## config.mk

```make
export PLATFORM = sky130hd
export DESIGN_NAME = base64_checked_decoder
export DESIGN_NICKNAME = d
export VERILOG_FILES = /design/src/design/b64cd_pkg.sv /design/src/design/base64_checked_decoder.sv /design/src/design/b64cd_sextet.sv
export SDC_FILE = /design/constraint.sdc
export NUM_CORES = 1
export LEC_CHECK = 0
export ABC_AREA = 1
export BUFFER_PORTS_ARGS = -buffer_cell sky130_fd_sc_hd__buf_2
export CAP_MARGIN = 25
export CORE_UTILIZATION = 50
export DETAILED_ROUTE_END_ITERATION = 8
export GPL_ROUTABILITY_DRIVEN = 0
export PLACE_DENSITY = 0.7
export SETUP_SLACK_MARGIN = 0.3
export SLEW_MARGIN = 15
export SYNTH_ARGS = -nofsm -noshare
export SYNTH_HDL_FRONTEND = slang
export SYNTH_SLANG_ARGS = --single-unit
```

## constraint.sdc

```tcl
create_clock -name clk -period 4.8 [get_ports clk]
set_input_delay 0.24 -clock clk [delete_from_list [all_inputs] [get_ports clk]]
set_output_delay 0.24 -clock clk [all_outputs]
set_load 0.05 [all_outputs]
```

## src/design/b64cd_pkg.sv

```systemverilog
// b64cd_pkg: types and constants shared by the base64 checked decoder
// no dependencies; used by b64cd_sextet and base64_checked_decoder
`default_nettype none

package b64cd_pkg;

  typedef enum logic [1:0] {
    ST_OK      = 2'd0,
    ST_BADCHAR = 2'd1,
    ST_BADLEN  = 2'd2,
    ST_BADPAD  = 2'd3
  } status_t;

  localparam logic [7:0] CH_UPPER_A = 8'h41;
  localparam logic [7:0] CH_UPPER_Z = 8'h5A;
  localparam logic [7:0] CH_LOWER_A = 8'h61;
  localparam logic [7:0] CH_LOWER_Z = 8'h7A;
  localparam logic [7:0] CH_DIGIT_0 = 8'h30;
  localparam logic [7:0] CH_DIGIT_9 = 8'h39;
  localparam logic [7:0] CH_PLUS    = 8'h2B;
  localparam logic [7:0] CH_MINUS   = 8'h2D;
  localparam logic [7:0] CH_SLASH   = 8'h2F;
  localparam logic [7:0] CH_UNDER   = 8'h5F;
  localparam logic [7:0] CH_PAD     = 8'h3D;

  localparam logic [5:0] SX_LOWER_BASE = 6'd26;
  localparam logic [5:0] SX_DIGIT_BASE = 6'd52;
  localparam logic [5:0] SX_PLUS       = 6'd62;
  localparam logic [5:0] SX_SLASH      = 6'd63;

  localparam logic [1:0] PAD_MAX = 2'd3;

  typedef struct packed {
    logic [5:0] value;
    logic       is_pad;
    logic       bad;
  } sextet_t;

endpackage

`default_nettype wire

```

## src/design/base64_checked_decoder.sv

```systemverilog
// base64_checked_decoder: streaming base64 decoder, standard and url-safe alphabets
// depends on b64cd_pkg and b64cd_sextet
// data path: an input beat passes through the input register, then the result register, to the result beat
// throughput: one character per cycle while out_stall is low, limited by the single decode stage
// reset: synchronous rst clears both stages, quad position, padding count and error
`default_nettype none

module base64_checked_decoder (
  input  wire logic       clk,
  input  wire logic       rst,
  input  wire logic       in_valid,
  output logic            in_stall,
  input  wire logic [7:0] char_in,
  input  wire logic       is_last,
  output logic            out_valid,
  input  wire logic       out_stall,
  output logic [7:0]      data_byte,
  output logic            byte_valid,
  output logic            end_of_string,
  output logic [1:0]      status
);

  logic                s1_valid;
  logic [7:0]          s1_char;
  logic                s1_last;
  logic                out_adv;
  logic                s1_fire;

  logic [1:0]          quad;
  logic [5:0]          leftover;
  logic [1:0]          pad_count;
  b64cd_pkg::status_t  error_code;

  logic [1:0]          quad_next;
  logic [5:0]          leftover_next;
  logic [1:0]          pad_count_next;
  b64cd_pkg::status_t  error_code_next;
  b64cd_pkg::status_t  flag;
  b64cd_pkg::status_t  status_next;
  logic [7:0]          byte_next;
  logic                byte_valid_next;
  b64cd_pkg::sextet_t  sx;

  assign out_adv  = !out_valid || !out_stall;
  assign in_stall = s1_valid && !out_adv;
  assign s1_fire  = s1_valid && out_adv;

  // input register
  always_ff @(posedge clk) begin
    if (rst) begin
      s1_valid <= 1'b0;
    end else if (!in_stall) begin
      s1_valid <= in_valid;
    end
  end

  always_ff @(posedge clk) begin
    if (!in_stall && in_valid) begin
      s1_char <= char_in;
      s1_last <= is_last;
    end
  end

  b64cd_sextet u_sextet (
    .ch (s1_char),
    .sx (sx)
  );

  always_comb begin
    flag           = b64cd_pkg::ST_OK;
    pad_count_next = pad_count;
    if (sx.is_pad) begin
      if (pad_count != b64cd_pkg::PAD_MAX) begin
        pad_count_next = pad_count + 2'd1;
      end
      if (pad_count_next == b64cd_pkg::PAD_MAX) begin
        flag = b64cd_pkg::ST_BADPAD;
      end
    end else if (sx.bad) begin
      flag = b64cd_pkg::ST_BADCHAR;
    end else if (pad_count != 2'd0) begin
      flag = b64cd_pkg::ST_BADPAD;
    end
    error_code_next = (error_code != b64cd_pkg::ST_OK) ? error_code : flag;

    byte_next       = 8'd0;
    byte_valid_next = !sx.is_pad;
    leftover_next   = 6'd0;
    case (quad)
      2'd0: begin
        leftover_next   = sx.value;
        byte_valid_next = 1'b0;
      end
      2'd1: begin
        byte_next     = {leftover, sx.value[5:4]};
        leftover_next = {2'd0, sx.value[3:0]};
      end
      2'd2: begin
        byte_next     = {leftover[3:0], sx.value[5:2]};
        leftover_next = {4'd0, sx.value[1:0]};
      end
      default: begin
        byte_next     = {leftover[1:0], sx.value};
        leftover_next = 6'd0;
      end
    endcase
    if (!byte_valid_next) begin
      byte_next = 8'd0;
    end
    quad_next = quad + 2'd1;

    status_next = b64cd_pkg::ST_OK;
    if (s1_last) begin
      status_next     = (quad_next != 2'd0) ? b64cd_pkg::ST_BADLEN : error_code_next;
      quad_next       = 2'd0;
      leftover_next   = 6'd0;
      pad_count_next  = 2'd0;
      error_code_next = b64cd_pkg::ST_OK;
    end
  end

  // string state
  always_ff @(posedge clk) begin
    if (rst) begin
      quad       <= 2'd0;
      leftover   <= 6'd0;
      pad_count  <= 2'd0;
      error_code <= b64cd_pkg::ST_OK;
    end else if (s1_fire) begin
      quad       <= quad_next;
      leftover   <= leftover_next;
      pad_count  <= pad_count_next;
      error_code <= error_code_next;
    end
  end

  // result register
  always_ff @(posedge clk) begin
    if (rst) begin
      out_valid <= 1'b0;
    end else if (out_adv) begin
      out_valid <= s1_valid;
    end
  end

  always_ff @(posedge clk) begin
    if (s1_fire) begin
      data_byte     <= byte_next;
      byte_valid    <= byte_valid_next;
      end_of_string <= s1_last;
      status        <= status_next;
    end
  end

  a_status_final_only: assert property (@(posedge clk) disable iff (rst)
    out_valid && !end_of_string |-> status == b64cd_pkg::ST_OK)
    else $error("status set on a beat that is not the end of string");

  a_byte_zero: assert property (@(posedge clk) disable iff (rst)
    out_valid && !byte_valid |-> data_byte == 8'd0)
    else $error("data byte nonzero without byte valid");

  a_last_clears: assert property (@(posedge clk) disable iff (rst)
    s1_fire && s1_last |=> quad == 2'd0 && pad_count == 2'd0 &&
      error_code == b64cd_pkg::ST_OK)
    else $error("string state not cleared after final character");

  a_quad_steps: assert property (@(posedge clk) disable iff (rst)
    s1_fire && !s1_last |=> quad == $past(quad) + 2'd1)
    else $error("quad position did not advance");

  a_hold_when_full: assert property (@(posedge clk) disable iff (rst)
    out_valid && out_stall && s1_valid |-> in_stall)
    else $error("input taken while both stages are full");

endmodule

`default_nettype wire

```

## src/design/b64cd_sextet.sv

```systemverilog
// b64cd_sextet: maps one character to its sextet value, pad and bad flags
// depends on b64cd_pkg
`default_nettype none

module b64cd_sextet (
  input  wire logic [7:0]        ch,
  output b64cd_pkg::sextet_t     sx
);

  always_comb begin
    sx.value  = 6'd0;
    sx.is_pad = 1'b0;
    sx.bad    = 1'b0;
    if (ch inside {[b64cd_pkg::CH_UPPER_A:b64cd_pkg::CH_UPPER_Z]}) begin
      sx.value = 6'(ch - b64cd_pkg::CH_UPPER_A);
    end else if (ch inside {[b64cd_pkg::CH_LOWER_A:b64cd_pkg::CH_LOWER_Z]}) begin
      sx.value = 6'(ch - b64cd_pkg::CH_LOWER_A) + b64cd_pkg::SX_LOWER_BASE;
    end else if (ch inside {[b64cd_pkg::CH_DIGIT_0:b64cd_pkg::CH_DIGIT_9]}) begin
      sx.value = 6'(ch - b64cd_pkg::CH_DIGIT_0) + b64cd_pkg::SX_DIGIT_BASE;
    end else if (ch inside {b64cd_pkg::CH_PLUS, b64cd_pkg::CH_MINUS}) begin
      sx.value = b64cd_pkg::SX_PLUS;
    end else if (ch inside {b64cd_pkg::CH_SLASH, b64cd_pkg::CH_UNDER}) begin
      sx.value = b64cd_pkg::SX_SLASH;
    end else if (ch == b64cd_pkg::CH_PAD) begin
      sx.is_pad = 1'b1;
    end else begin
      sx.bad = 1'b1;
    end
  end

endmodule

`default_nettype wire
```

# == After elaboration in Yosys (flattened, before gate mapping) ==
# Index checks and enable logic that the tools add are counted.
# word_totals
input_bits,13
out_inout_bits,14
ff_bits,35
# op_classes
n_lt_le_gt_ge,6
n_eq_ne,9
reduce_logical,21
muxes,28
n_addsub,7
n_bitwise,1
# ops
operator,n
6-bit 2-to-1 mux,6
2-bit 2-to-1 mux,17
"8-bit by 6-bit equality test with 1-bit output, second input constant",4
8-bit case mux with 3 select lines,1
6-bit case mux with 3 select lines,1
"8-bit by 7-bit >= comparator with 1-bit output, second input constant",2
"8-bit by 7-bit less-or-equal comparator with 1-bit output, second input constant",2
2-bit nonzero test,6
"6-bit subtractor, second input constant",2
"8-bit by 7-bit equality test with 1-bit output, second input constant",1
"8-bit by 6-bit >= comparator with 1-bit output, second input constant",1
"8-bit by 6-bit less-or-equal comparator with 1-bit output, second input constant",1
"6-bit by 5-bit adder with 6-bit output, second input constant",1
"6-bit adder, second input constant",1
1-bit logical AND,6
"6-bit by 1-bit subtractor with 6-bit output, second input constant",1
1-bit zero test,5
"2-bit by 1-bit adder with 2-bit output, second input constant",2
"2-bit equality test, second input constant",2
1-bit 2-to-1 mux,3
"2-bit by 1-bit equality test with 1-bit output, second input constant",1
2-bit zero test,1
"2-bit != test, second input constant",1
2-bit AND reduction,1
3 further kinds,3

# == Longest topological paths before layout ==
# logic_depth
word_depth,13
ltp_mapped,16
mapped_depth_nobuf,15

# == Cells and area by module ==
# From an unflattened synthesis, not the netlist that was laid out.
# unflattened
hier_cells,303
hier_area_um2,2280.9
# by_module_without_submodules
module,cells_per_inst,area_each_um2,instances
base64_checked_decoder,155,1531.5,1
b64cd_sextet,148,749.5,1

# == Worst setup path after synthesis ==
# OpenSTA, ideal clock, no wires.
# synth_path
path_type,register to register
from,register out_valid
to,"register s1_char[0], enable pin"
period_less_slack_ns,2.106
setup_ns,0.278
path_buffers,0
slack_ns,2.694
path_stages_with_launch,6
t_arrival_ns,1.828
cell_sequence,dfxtp_1 -> nand2_1 -> nor2_1 -> inv_1 -> nand2_1 -> inv_1
# synth_via
elab_chain_len,6
# synth_lines
item,line,source
from (decl),base64_checked_decoder.sv:15,"output logic out_valid,"
from (signal assigned),base64_checked_decoder.sv:142,out_valid <= s1_valid;
1-bit zero test,base64_checked_decoder.sv:44,assign out_adv = !out_valid || !out_stall;
1-bit logical OR,base64_checked_decoder.sv:44,
1-bit zero test,base64_checked_decoder.sv:45,assign in_stall = s1_valid && !out_adv;
1-bit logical AND,base64_checked_decoder.sv:45,
via in_stall,base64_checked_decoder.sv:12,"output logic in_stall,"
1-bit zero test,base64_checked_decoder.sv:58,if (!in_stall && in_valid) begin
1-bit logical AND,base64_checked_decoder.sv:58,
to (signal assigned),base64_checked_decoder.sv:59,s1_char <= char_in;
to (decl),base64_checked_decoder.sv:24,logic [7:0] s1_char;
# The timed path passes the listed nets, and every way through them passes these cells.
# A chain may end at the register's enable or synchronous reset.

# == Final worst setup path ==
# layout_path
from,register s1_char[2]
to,register data_byte[3] (data pin)
# layout_via
elab_chain_len,9
# layout_lines
item,line,source
branches (longest 9 deep; another with 6-bit subtractor),-,
to (signal assigned),base64_checked_decoder.sv:148,data_byte <= byte_next;
to (decl),base64_checked_decoder.sv:17,"output logic [7:0] data_byte,"
# Several ways; the timed one is not identified.

==> metrics.md <==
| Metric | Value |
|---|---|
| Number of core rows | 24 |
| Min Tclk post-route | between 2 and 2.5 ns |
| WP buf/inv | 1 |
| RSZ-0062 raised after global routing | no |
| Clk sink count | 35 |
| Critical Path Start Type | flip-flop |
| Complex-gate fraction of the synthesized area | under 10% |
| Critical Path RT | approximately 4.9 ns |
| Final setup TNS | 0 ns |
| Status | completed |
| Most used cell, CP | nand2_1 |
| Hold_buf cts | 0 |
| Final Hold Viols | 0 |
| Final period utilization | 46.69% |
| Endpoints failing setup | 0 |
| Grt ovf | 0 |
| Fmax | between 400 and 500 MHz |
| Via/cell ratio | ~5.2 |
| Worst VDD drop | about 190 uV |
| Wirelength per Cell | 12.06 um |
| Clock share of power | roughly 31% |
| Simple-gate share of the synthesized area | around a third |
| Post-synthesis sequential area ratio | ~39% |
| Synth area leaders | edfxtp_1 27%, nand2_1 15%, dfxtp_1 12% |
| Top-count cell post-synth | nand2_1 |
| Pwr Density | ~260 nW/um^2 |
| Slowest CP cell | edfxtp_1 |
| P_leak | approximately 1.2 nW |
| Post-DP HPWL | between 3000 and 4000 um |
| GRT Total Usage | a little over a fifth |
| Reg power frac | around 51% |
| Delay-heaviest family, CP | simple AND/OR/NAND/NOR gates |
| Largest net degree at the start of global routing | 17 |
| Hold crit path type | input port to flip-flop |
| Number of enable flip-flop cells after synthesis | 21 |
| XOR/XNOR Fraction of Synth Area | 1.125% |
| Die H | about 70 um |
| Area delta synth->final | 10.66% |
| Initial antenna violation count | 0 |
| Global-route wire length before repair | 8266 um |
| CTS tree | yes |
| Cell area after synthesis | between 2000 and 2500 um^2 |
| Post-route DRC | 0 |
| Worst-path maximum fanout | 10 |
| # nets final | 373 |
| Area share of the largest cell type after synthesis | 27.00% |
| Clk slew on worst S/H paths | roughly 0.07 ns |
| WS Path Type | flip-flop to flip-flop |
| Synth top cells by count | 92 x nand2_1, 37 x inv_1, 32 x nand3_1, 28 x a21oi_1, 21 x edfxtp_1 |
| Mapped Cells | 318 |
| Via count of the first global-routing pass | between 1500 and 2000 |
| Gate power share | ~18% |
| Die Width | 70.35 um |
| Worst-skew pair later-pin latency | about 0.29 ns |
| Root buf cell | clkbuf_8 |
| Clock Skews | slightly below 0.007 ns |
| Mux contribution to synthesized area | 0% |
| Die ar. | 4949 um^2 |
| WHS | ~0.12 ns |
| Antenna fix cells | 0 |
| H-tree depth | 2 |
| Antenna Violating Nets Remaining | 0 |
| # Max-Cap Violations | 0 |
| Crit. End Element | flip-flop |
| Final slew viol count | 0 |
| Starting Density | a little over half |
| Data arrival, critical path | 2.29 ns |
| Core ar. | approximately 4400 um^2 |
| Pre-antenna DRT Iters | 4 |
| Synth Warn # | 0 |
| Worst-margin pin slew | ~0.45 ns |
| Vias | between 2000 and 2500 |
| Sw frac | a little under a third |
| Synth Register Bits | 35 |
| Share of post-route cells with drive strength above 1 | 18.50% |
| Mean Syn Cell Area | roughly 7.3 um^2 |
| Crit-path cells | inv_1, ha_1, nand2_1, nand2_1, nand2_1, nand2_1, nand3_2, o21ai_1, nand3_1, nand2_1, nand2_1, nand2_1, a21oi_2 |
| Adder-cell share of the synthesized area | 8.034% |
| Yosys top cell by area | edfxtp_1 |
| I/O pin cnt | 27 |
| CP peak stage delay | between 0.5 and 0.6 ns |
| Post-cts gate resize count | 0 |
| Synth async-reset ratio | 0% |
| Clock Path Buffers | 2 |
| Top FF cell, synth | edfxtp_1 |
| Slew margin rel. | 69.74% |
| Routed wire length | between 4000 and 5000 um |
| Post-CTS Setup Bufs | 0 |
| Sw power | roughly 210 uW |
| Number of port buffers | 26 |
| Number of buffers created by CTS | 5 |
| Syn_nets | roughly 350 |
| Internal cell power | ~470 uW |
| DRT iter0 DRCs | around 150 |
| Yosys cell types | 27 |
| Largest family of logic cells by synthesized area | simple AND/OR/NAND/NOR gates |
==> routing by layer <==
metal / GRT usage (%) / part of all wire (%) / wire [um]
met2: 34.92 / 46 / 2218
met1: 26.67 / 46 / 2213
met3: 5.483 / 5.9 / 283
met5: 0 / 0 / 0
met4: 8.444 / 1.8 / 85
==> registers in the layout, summed over array words and instances, names as in the netlist <==
register	cells
byte_valid	1
data_byte	8
end_of_string	1
error_code	2
leftover	6
out_valid	1
pad_count	2
quad	2
s1_char	8
s1_last	1
s1_valid	1
status	2
==> worst paths after layout <==
path                                end  slack (ns)                startpoint  cells past startpoint
max          data_byte[3]$_SDFFCE_PN0P_        2.56      s1_char[2]$_DFFE_PP_                     13
min                s1_char[1]$_DFFE_PP_        0.12                char_in[1]                      1
max reg2reg  data_byte[3]$_SDFFCE_PN0P_        2.56      s1_char[2]$_DFFE_PP_                     13
min reg2reg    leftover[5]$_SDFFE_PP0P_        0.47  leftover[5]$_SDFFE_PP0P_                      2
==> power groups by stage <==
stage                     logic [mW]  registers [mW]  clock network (mW)
final                          0.123           0.344               0.212
after detailed placement       0.122           0.351                   0
after CTS                      0.122           0.344               0.216
after floorplan               0.0831           0.360                   0
after global routing           0.138           0.346               0.229
after global placement         0.121           0.350                   0
==> through the flow <==
stage | power (mW) | utilization, % | area (um^2) | std cells | worst slack (ns)
2_1_floorplan | 0.4435 | - | 2336 | 318 | 2.694
3_5_place_dp | 0.4728 | 56.63 | 2500 | 390 | 2.596
4_1_cts | 0.6825 | 58.56 | 2585 | 398 | 2.580
3_3_place_gp | 0.4712 | 56.63 | 2500 | 390 | 2.642
5_1_grt | 0.7128 | 58.56 | 2585 | 398 | 2.349
6_report | 0.6794 | 58.56 | 2585 | 398 | 2.559
==> cell families after synthesis <==
kind of cell / Yosys count
AO/OA/AOI/OAI: 44
AND/OR/NAND/NOR: 168
buffers and inverters: 53
flip-flops: 35
XOR/XNOR: 3
adder cells (fa/ha/maj): 15
==> area by class of cell <==
type | count | area, um^2
clock buffers | 6 | 72.57
clock inverters | 2 | 12.51
fillers | 419 | 1829
inverters | 47 | 178.9
multi-input cells | 230 | 1215
flip-flops and latches | 35 | 910.9
well taps | 52 | 65.06
repair buffers | 26 | 130.1
==> layout by cell type (no fill, tap or decap), types with 9 or more instances in the layout <==
cell | Yosys | layout
nand2_1 | 92 | 92
inv_1 | 37 | 37
nand3_1 | 32 | 32
a21oi_1 | 28 | 28
buf_2 | 1 | 26
edfxtp_1 | 21 | 21
nor2_1 | 17 | 17
ha_1 | 15 | 15
dfxtp_1 | 14 | 14
o21ai_0 | 11 | 11
inv_2 | 9 | 9
(Power assumes the default switching activity.)
